`src/rtl/core/integer_to_ascii_radix_macros.svh`:
```
// Assertion macros for the integer to ASCII radix converter.
// Expects clk and rst_n in the scope of the including module.
`ifndef INTEGER_TO_ASCII_RADIX_MACROS_SVH
`define INTEGER_TO_ASCII_RADIX_MACROS_SVH

// same-cycle implication
`define ITAR_ASSERT_IMP(lbl, pre, post, msg) \
    lbl: assert property (@(posedge clk) disable iff (!rst_n) (pre) |-> (post)) \
        else $error(msg);

// next-cycle implication
`define ITAR_ASSERT_NXT(lbl, pre, post, msg) \
    lbl: assert property (@(posedge clk) disable iff (!rst_n) (pre) |=> (post)) \
        else $error(msg);

`endif

```
`src/rtl/core/itar_pkg.sv`:
```
// Package for the integer to ASCII radix converter: widths, ASCII codes
// and the digit to character mapping. No dependencies.
`default_nettype none

package itar_pkg;

    localparam int IN_VALUE_W  = 64;
    localparam int VALUE_BITS  = 64;
    localparam int MAX_DIGITS  = 64;
    localparam int STORE_DEPTH = 64;
    localparam int IDX_W       = $clog2(STORE_DEPTH);
    localparam int CNT_W       = IDX_W + 1;
    localparam int DIGIT_W     = 6;
    localparam int RADIX_W     = 6;
    localparam int CHAR_W      = 7;

    localparam int STEP_BITS   = 4;
    localparam int DIV_STEPS   = (VALUE_BITS + STEP_BITS - 1) / STEP_BITS;
    localparam int QUO_W       = DIV_STEPS * STEP_BITS;
    localparam int STEP_CNT_W  = (DIV_STEPS > 1) ? $clog2(DIV_STEPS) : 1;

    localparam int EMIT_LIMIT  = (MAX_DIGITS > STORE_DEPTH) ? STORE_DEPTH : MAX_DIGITS;

    localparam logic [RADIX_W-1:0] RADIX_MIN = RADIX_W'(2);
    localparam logic [RADIX_W-1:0] RADIX_MAX = RADIX_W'(36);
    localparam logic [DIGIT_W-1:0] DEC_BASE  = DIGIT_W'(10);

    localparam logic [CHAR_W-1:0] CHAR_ZERO  = CHAR_W'(48);
    localparam logic [CHAR_W-1:0] CHAR_A     = CHAR_W'(97);
    localparam logic [CHAR_W-1:0] CHAR_MINUS = CHAR_W'(45);

    function automatic logic [CHAR_W-1:0] digit_char(input logic [DIGIT_W-1:0] d);
        if (d < DEC_BASE)
            return CHAR_ZERO + CHAR_W'(d);
        else
            return CHAR_A + CHAR_W'(d - DEC_BASE);
    endfunction

endpackage

`default_nettype wire

```
`src/rtl/core/integer_to_ascii_radix.sv`:
```
// Integer to ASCII converter, any radix 2..36, most significant digit first.
// Depends on itar_pkg and integer_to_ascii_radix_macros.svh.
//
//  channel | direction | handshake          | word
//  --------+-----------+--------------------+-----------------------------
//  in      | input     | in_valid/in_stall  | value, is_signed, radix
//  out     | output    | out_valid/out_stall| character, last
//
// Each digit takes a full pass over the quotient: the shared remainder unit divides 4 quotient bits
// a cycle. Each character then takes two steps (digit memory read, output load).
// in_stall is high from acceptance until the last character is loaded.
// out_stall holds the output register; the sequencer waits for it to drain.
// Reset clears the sequencer and output valid; the digit memory is not cleared.
`default_nettype none

`include "integer_to_ascii_radix_macros.svh"

module integer_to_ascii_radix
(
    input  wire logic                          clk,
    input  wire logic                          rst_n,
    input  wire logic                          in_valid,
    output logic                               in_stall,
    input  wire logic [itar_pkg::IN_VALUE_W-1:0] value,
    input  wire logic                          is_signed,
    input  wire logic [itar_pkg::RADIX_W-1:0]  radix,
    output logic                               out_valid,
    input  wire logic                          out_stall,
    output logic [itar_pkg::CHAR_W-1:0]        character,
    output logic                               last
);

    import itar_pkg::*;

    typedef enum logic [2:0] {
        ST_IDLE,
        ST_DIV,
        ST_SIGN,
        ST_READ,
        ST_PUT
    } state_t;

    state_t                  state_reg,  state_next;
    logic [QUO_W-1:0]        quo_reg,    quo_next;
    logic [RADIX_W-1:0]      rem_reg,    rem_next;
    logic [RADIX_W-1:0]      radix_reg,  radix_next;
    logic [STEP_CNT_W-1:0]   step_reg,   step_next;
    logic [CNT_W-1:0]        count_reg,  count_next;
    logic [CNT_W-1:0]        left_reg,   left_next;
    logic                    neg_reg,    neg_next;
    logic                    out_valid_reg, out_valid_next;
    logic [CHAR_W-1:0]       char_reg,   char_next;
    logic                    last_reg,   last_next;

    logic [DIGIT_W-1:0]      digit_mem [STORE_DEPTH];
    logic [DIGIT_W-1:0]      rd_data_reg;
    logic                    mem_we;
    logic [IDX_W-1:0]        mem_waddr;
    logic [IDX_W-1:0]        mem_raddr;

    logic                    out_free;
    logic [VALUE_BITS-1:0]   in_bits;
    logic                    in_neg;
    logic [VALUE_BITS-1:0]   in_mag;
    logic [RADIX_W-1:0]      in_radix;
    logic [QUO_W-1:0]        div_quo;
    logic [RADIX_W-1:0]      div_rem;
    logic [RADIX_W:0]        trial;
    logic [CNT_W-1:0]        count_inc;
    logic [CNT_W:0]          total_raw;
    logic [CNT_W-1:0]        total;

    assign in_stall  = (state_reg != ST_IDLE);
    assign out_valid = out_valid_reg;
    assign character = char_reg;
    assign last      = last_reg;
    assign out_free  = !out_valid_reg || !out_stall;

    assign in_bits  = value[VALUE_BITS-1:0];
    assign in_neg   = is_signed && in_bits[VALUE_BITS-1];
    assign in_mag   = in_neg ? (VALUE_BITS'(0) - in_bits) : in_bits;
    assign in_radix = (radix < RADIX_MIN) ? RADIX_MIN :
                      (radix > RADIX_MAX) ? RADIX_MAX : radix;

    assign mem_raddr = IDX_W'(count_reg - CNT_W'(1));
    assign mem_waddr = count_reg[IDX_W-1:0];
    assign count_inc = count_reg + CNT_W'(1);

    // shared remainder unit: STEP_BITS restoring steps on a narrow remainder
    always_comb
    begin
        div_quo = quo_reg;
        div_rem = rem_reg;
        trial   = '0;
        for (int i = 0; i < STEP_BITS; i++)
        begin
            trial   = {div_rem, div_quo[QUO_W-1]};
            div_quo = {div_quo[QUO_W-2:0], 1'b0};
            if (trial >= {1'b0, radix_reg})
            begin
                div_rem    = RADIX_W'(trial - {1'b0, radix_reg});
                div_quo[0] = 1'b1;
            end
            else
            begin
                div_rem = trial[RADIX_W-1:0];
            end
        end
    end

    assign total_raw = (CNT_W+1)'(neg_reg) + (CNT_W+1)'(count_inc);
    assign total     = (total_raw > (CNT_W+1)'(EMIT_LIMIT)) ? CNT_W'(EMIT_LIMIT)
                                                             : total_raw[CNT_W-1:0];

    always_comb
    begin
        state_next     = state_reg;
        quo_next       = quo_reg;
        rem_next       = rem_reg;
        radix_next     = radix_reg;
        step_next      = step_reg;
        count_next     = count_reg;
        left_next      = left_reg;
        neg_next       = neg_reg;
        out_valid_next = out_valid_reg && out_stall;
        char_next      = char_reg;
        last_next      = last_reg;
        mem_we         = 1'b0;

        unique case (state_reg)
            ST_IDLE:
            begin
                if (in_valid)
                begin
                    quo_next   = QUO_W'(in_mag);
                    rem_next   = '0;
                    radix_next = in_radix;
                    step_next  = '0;
                    count_next = '0;
                    neg_next   = in_neg;
                    state_next = ST_DIV;
                end
            end
            ST_DIV:
            begin
                quo_next  = div_quo;
                rem_next  = div_rem;
                step_next = step_reg + STEP_CNT_W'(1);
                if (step_reg == STEP_CNT_W'(DIV_STEPS - 1))
                begin
                    mem_we     = 1'b1;
                    count_next = count_inc;
                    rem_next   = '0;
                    step_next  = '0;
                    if (div_quo == '0 || count_inc >= CNT_W'(STORE_DEPTH))
                    begin
                        left_next  = total - CNT_W'(neg_reg);
                        state_next = neg_reg ? ST_SIGN : ST_READ;
                    end
                end
            end
            ST_SIGN:
            begin
                if (out_free)
                begin
                    out_valid_next = 1'b1;
                    char_next      = CHAR_MINUS;
                    last_next      = (left_reg == '0);
                    state_next     = (left_reg == '0) ? ST_IDLE : ST_READ;
                end
            end
            ST_READ:
            begin
                count_next = count_reg - CNT_W'(1);
                state_next = ST_PUT;
            end
            ST_PUT:
            begin
                if (out_free)
                begin
                    out_valid_next = 1'b1;
                    char_next      = digit_char(rd_data_reg);
                    last_next      = (left_reg == CNT_W'(1));
                    left_next      = left_reg - CNT_W'(1);
                    state_next     = (left_reg == CNT_W'(1)) ? ST_IDLE : ST_READ;
                end
            end
            default:
            begin
                state_next = ST_IDLE;
            end
        endcase
    end

    always_ff @(posedge clk)
    begin
        if (mem_we)
            digit_mem[mem_waddr] <= div_rem;
        if (state_reg == ST_READ)
            rd_data_reg <= digit_mem[mem_raddr];
    end

    always_ff @(posedge clk or negedge rst_n)
    begin
        if (!rst_n)
        begin
            state_reg     <= ST_IDLE;
            quo_reg       <= '0;
            rem_reg       <= '0;
            radix_reg     <= RADIX_MIN;
            step_reg      <= '0;
            count_reg     <= '0;
            left_reg      <= '0;
            neg_reg       <= 1'b0;
            out_valid_reg <= 1'b0;
            char_reg      <= CHAR_ZERO;
            last_reg      <= 1'b0;
        end
        else
        begin
            state_reg     <= state_next;
            quo_reg       <= quo_next;
            rem_reg       <= rem_next;
            radix_reg     <= radix_next;
            step_reg      <= step_next;
            count_reg     <= count_next;
            left_reg      <= left_next;
            neg_reg       <= neg_next;
            out_valid_reg <= out_valid_next;
            char_reg      <= char_next;
            last_reg      <= last_next;
        end
    end

    `ITAR_ASSERT_NXT(a_accept_starts_div, in_valid && !in_stall, state_reg == ST_DIV, "accepted word did not start division")
    `ITAR_ASSERT_IMP(a_count_bound, 1'b1, count_reg <= CNT_W'(STORE_DEPTH), "digit count beyond store depth")
    `ITAR_ASSERT_IMP(a_rem_below_radix, state_reg == ST_DIV, rem_reg < radix_reg, "remainder not below radix")
    `ITAR_ASSERT_IMP(a_idle_nothing_left, state_reg == ST_IDLE && !in_valid, in_stall == 1'b0, "stalled while idle")

endmodule

`default_nettype wire

```
`config.mk`:
```
export PLATFORM = sky130hd
export DESIGN_NAME = integer_to_ascii_radix
export DESIGN_NICKNAME = d
export VERILOG_FILES = /design/src/rtl/core/itar_pkg.sv /design/src/rtl/core/integer_to_ascii_radix.sv
export VERILOG_INCLUDE_DIRS = /design/src /design/src/rtl/core
export SDC_FILE = /design/constraint.sdc
export NUM_CORES = 1
export LEC_CHECK = 0
export ABC_AREA = 0
export BUFFER_PORTS_ARGS = -buffer_cell sky130_fd_sc_hd__buf_2
export CAP_MARGIN = 10
export CORE_MARGIN = 2
export CORE_UTILIZATION = 51
export CTS_BUF_LIST = sky130_fd_sc_hd__clkbuf_16
export CTS_CLUSTER_DIAMETER = 40
export DETAILED_ROUTE_END_ITERATION = 12
export PLACE_DENSITY = 0.68
export SLEW_MARGIN = 20
export SYNTH_ARGS = -nofsm -noshare
export SYNTH_HDL_FRONTEND = slang
export SYNTH_SLANG_ARGS = --single-unit
```
`constraint.sdc`:
```
create_clock -name clk -period 11.4 [get_ports clk]
set_clock_uncertainty 0.05 [all_clocks]
set_input_delay 2.28 -clock clk [delete_from_list [all_inputs] [get_ports clk]]
set_output_delay 2.28 -clock clk [all_outputs]
set_load 0.005 [all_outputs]
```
==> impl_summary.txt <==
----------------------------------------------------
[Worst setup path]
  Crit Reg-Reg Startpoint ... radix_reg[1]$_DFFE_PN1P_
  R2R depth ... 32
  End of the worst register-to-register path ... digit_mem[59][0]$_DFFE_PP_
  Category of the worst setup path launch point ... flop
  Biggest cell delay along the critical path ... 800 ps
  Launch point of the critical path ... radix_reg[1]$_DFFE_PN1P_
  Top cell family by delay on the critical path ... compound AO/OA/AOI/OAI gates
  Category of the critical setup timing path ... reg -> reg
  Flop2flop setup slack ... about 1900 ps
  Critical path required time ... between 10000 and 15000 ps
  Crit path capture ... digit_mem[59][0]$_DFFE_PP_
  Critical path data arrival time ... 9840 ps
  WP buf/inv ... 6
  Critical path capture point type ... flop
  Cell with the largest stage delay on the worst path ... sky130_fd_sc_hd__mux2i_4
  Crit. path cell count ... 32
  Worst-path maximum fanout ... 39

[Layout]
  Number of nets at the end of the flow ... ~1800
  Synthesis-to-layout area growth ... 14.2%
  Count of placed standard cells in the final layout, fillers left out ... approximately 2300
  N_diodes ... 0
  Largest register FFs ... ~380
  Proportion of layout cells with a drive suffix above 1 ... between 20% and 30%
  Final core utilization ... between 50% and 60%

[Floorplan]
  Number of core rows ... 78
  Die Span Y ... between 200 and 250 um
  Chip width ... approximately 220 um
  Number of top-level design ports ... between 80 and 90
  Floorplan core area ... 0.0451 mm2
  Die footprint ... approximately 0.047 mm2
  Starting density of the core ... approximately half

[Timing]
  Minimum period implied by the final worst setup slack ... around 9500 ps
  Worst-case headroom to the max-slew limit ... a little over a quarter
  Worst-margin pin slew ... about 1100 ps
  Final Slew Violations ... 0
  Setup repair after global routing missed its margin ... no
  Setup-failing EPs final ... 0
  Part of the cycle the worst path needs ... between 80% and 90%
  Setup TNS ... 0 ps
  Max Clock Freq ... approximately 0.10 GHz
  Final hold violations ... 0

[Flow run]
  Max Cap Violations ... 0

[Logic synthesis]
  Number of distinct standard cells referenced by the synthesized netlist ... 74
  Post-synthesis instance total ... 1610
  Synthesized Nets ... approximately 1700
  Mean post-synth cell area ... between 10 and 15 um2
  Flip-flop cell with the highest count after synthesis ... sky130_fd_sc_hd__edfxtp_1
  Total standard cell area after synthesis ... ~0.023 mm2
  Async set-or-reset flop fraction in the synthesized netlist ... 21.5%
  Number of flops mapped to enable cells by yosys ... slightly below 400
  Total of warnings raised by yosys ... 0
  Seq/Total Area, Yosys ... 62.1%
  Seq cells post-synth ... slightly below 500

[Clock tree]
  CTS Hold Bufs ... 0
  Htree depth ... 3
  Buffer type at the clock tree root ... sky130_fd_sc_hd__clkbuf_16
  Post-CTS setup buffer count ... 0
  CTS tree ... done
  Number of resized instances in the post-cts repair step ... 0
  Clock latency at the later pin of the worst-skew pair ... ~590 ps
  Maximum clock insertion buffer count ... 3
  Number of CTS-inserted buffers ... 67
  Clock slew at reported path FFs ... 50 ps
  Number of clock sinks seen by CTS ... between 400 and 500

[Hold path]
  Kind of path behind the tightest hold check ... reg -> reg

[Detailed routing]
  Wire per inst ... ~23 um
  Total via count in the routed design ... approximately 14000
  DRC Markers ... 0
  Vias/cell ... 6.16
  First-iteration detailed-routing DRC count ... 1681
  Number of iterations in the first detailed-routing pass ... 5
  Total routed wirelength ... 54400 um
  Residual antenna-violating net count after detailed routing ... 0

[GRT]
  Via count of the first global-routing pass ... 14261
  Maximum number of pins on one net before global-route repair ... 74
  Leftover overflow at the end of global routing ... 0
  Global-route usage over all layers ... a little under a quarter
  Antenna violations before repair ... 0
  First-pass GRT wire length ... between 80000 and 90000 um

[Run status]
  Run status ... finished, final reports clean

[Place]
  HPWL after DPL ... ~35000 um
  Gpl congestion ... around 0.88
  Placed cell count ... 2227
  Port buffer count ... 84

----------------------------------------------------
-- synth_stat cells (17+ instances only) --
cell type	number	area, um2
sky130_fd_sc_hd__xor2_1	40	350
sky130_fd_sc_hd__nor4_1	20	125
sky130_fd_sc_hd__edfxtp_1	390	11700
sky130_fd_sc_hd__clkbuf_1	63	236
sky130_fd_sc_hd__xnor2_1	45	394
sky130_fd_sc_hd__mux4_2	120	2700
sky130_fd_sc_hd__inv_1	41	154
sky130_fd_sc_hd__nand2_1	84	315
sky130_fd_sc_hd__o21ai_0	106	531
sky130_fd_sc_hd__nor2b_1	19	119
sky130_fd_sc_hd__a22oi_1	60	450
sky130_fd_sc_hd__o21ai_1	21	105
sky130_fd_sc_hd__dfrtp_1	104	2600
sky130_fd_sc_hd__o31ai_1	17	128
sky130_fd_sc_hd__ha_1	37	463
sky130_fd_sc_hd__nor3_1	24	120
sky130_fd_sc_hd__nor2_1	126	473
sky130_fd_sc_hd__nand3_1	21	105
sky130_fd_sc_hd__a21oi_1	52	260
-- final cells by class --
class	instances	area, um2
fillers	3510	18600
flip-flops and latches	497	14400
multi-input cells	989	8440
clock buffers	67	1680
well taps	600	751
repair buffers	98	532
clock inverters	52	527
inverters	43	161
-- worst register-to-register path: cells and delay by family, from the launching register on --
family | cells | cell delay [ps]
DFF | 1 | 640
buffers and inverters | 6 | 1170
muxes | 3 | 1690
and+or+nand+nor | 5 | 1000
adders and majority gates | 4 | 1010
AOI/OAI and AO/OA | 14 | 3720
-- placed cells by master, fill, tap and decap left out, types with 5 or more instances in the layout --
cell	count
sky130_fd_sc_hd__or3_1	13
sky130_fd_sc_hd__a21o_1	6
sky130_fd_sc_hd__dfrtp_1	103
sky130_fd_sc_hd__mux2i_1	12
sky130_fd_sc_hd__mux4_2	120
sky130_fd_sc_hd__buf_2	83
sky130_fd_sc_hd__nor2_1	124
sky130_fd_sc_hd__inv_8	5
sky130_fd_sc_hd__a22o_1	8
sky130_fd_sc_hd__clkinv_1	10
sky130_fd_sc_hd__o31ai_1	17
sky130_fd_sc_hd__inv_1	48
sky130_fd_sc_hd__nand2_1	83
sky130_fd_sc_hd__mux2_2	9
sky130_fd_sc_hd__nand3_1	21
sky130_fd_sc_hd__o21ai_0	106
sky130_fd_sc_hd__and2_1	9
sky130_fd_sc_hd__nor4_1	20
sky130_fd_sc_hd__o21ai_1	21
sky130_fd_sc_hd__o22ai_1	5
sky130_fd_sc_hd__inv_6	6
sky130_fd_sc_hd__nand2b_1	14
sky130_fd_sc_hd__nor2b_1	19
sky130_fd_sc_hd__edfxtp_1	390
sky130_fd_sc_hd__nor3_1	24
sky130_fd_sc_hd__buf_4	14
sky130_fd_sc_hd__clkinv_4	5
sky130_fd_sc_hd__clkinvlp_4	6
sky130_fd_sc_hd__clkinv_2	6
sky130_fd_sc_hd__ha_1	36
sky130_fd_sc_hd__xnor2_1	44
sky130_fd_sc_hd__nand4_1	9
sky130_fd_sc_hd__a22oi_1	60
sky130_fd_sc_hd__a211oi_1	13
sky130_fd_sc_hd__bufinv_16	6
sky130_fd_sc_hd__o21a_1	9
sky130_fd_sc_hd__a31oi_1	11
sky130_fd_sc_hd__clkbuf_16	67
sky130_fd_sc_hd__a21oi_1	52
sky130_fd_sc_hd__xor2_1	38
-- metal layers --
metal  share of wire (%)  GRT usage [%]  vias to the layer above
met5                   0              0                        -
met4                 2.0           6.64                        0
met3                 6.5           4.54                       82
met2                  49           37.5                      543
met1                  43           33.0                     7320
li1                    -              -                     6500
-- worst min path at each step --
stage	from	to	slack [ps]	cells past startpoint
global route	character[4]$_DFFE_PN1P_	character[4]$_DFFE_PN1P_	450	2
detailed placement	character[4]$_DFFE_PN1P_	character[4]$_DFFE_PN1P_	430	2
finish	character[4]$_DFFE_PN1P_	character[4]$_DFFE_PN1P_	430	2
CTS	character[4]$_DFFE_PN1P_	character[4]$_DFFE_PN1P_	430	2
floorplan	step_reg[3]$_DFFE_PN0P_	step_reg[3]$_DFFE_PN0P_	400	1
global placement	step_reg[3]$_DFFE_PN0P_	step_reg[3]$_DFFE_PN0P_	420	1
-- cells by family after synthesis --
logic type      share of synthesized area (%)
buf+inv                                  2.05
fa+ha+maj                                2.39
flops                                    62.1
xor+xnor                                 3.21
simple gates                             7.62
compound gates                           9.77
mux                                      12.9
-- per-stage QoR --
stage	hold slack, ps	cell area (um2)	setup slack, ps
floorplan	401	23200	2190
global placement	418	24300	2180
detailed placement	428	24300	1960
CTS	435	26500	1830
global route	448	26500	1030
finish	432	26500	1860
Power is left out: the tool's default activity adds up to more than one toggle a clock period on the data nets, which glitch-free logic cannot reach.
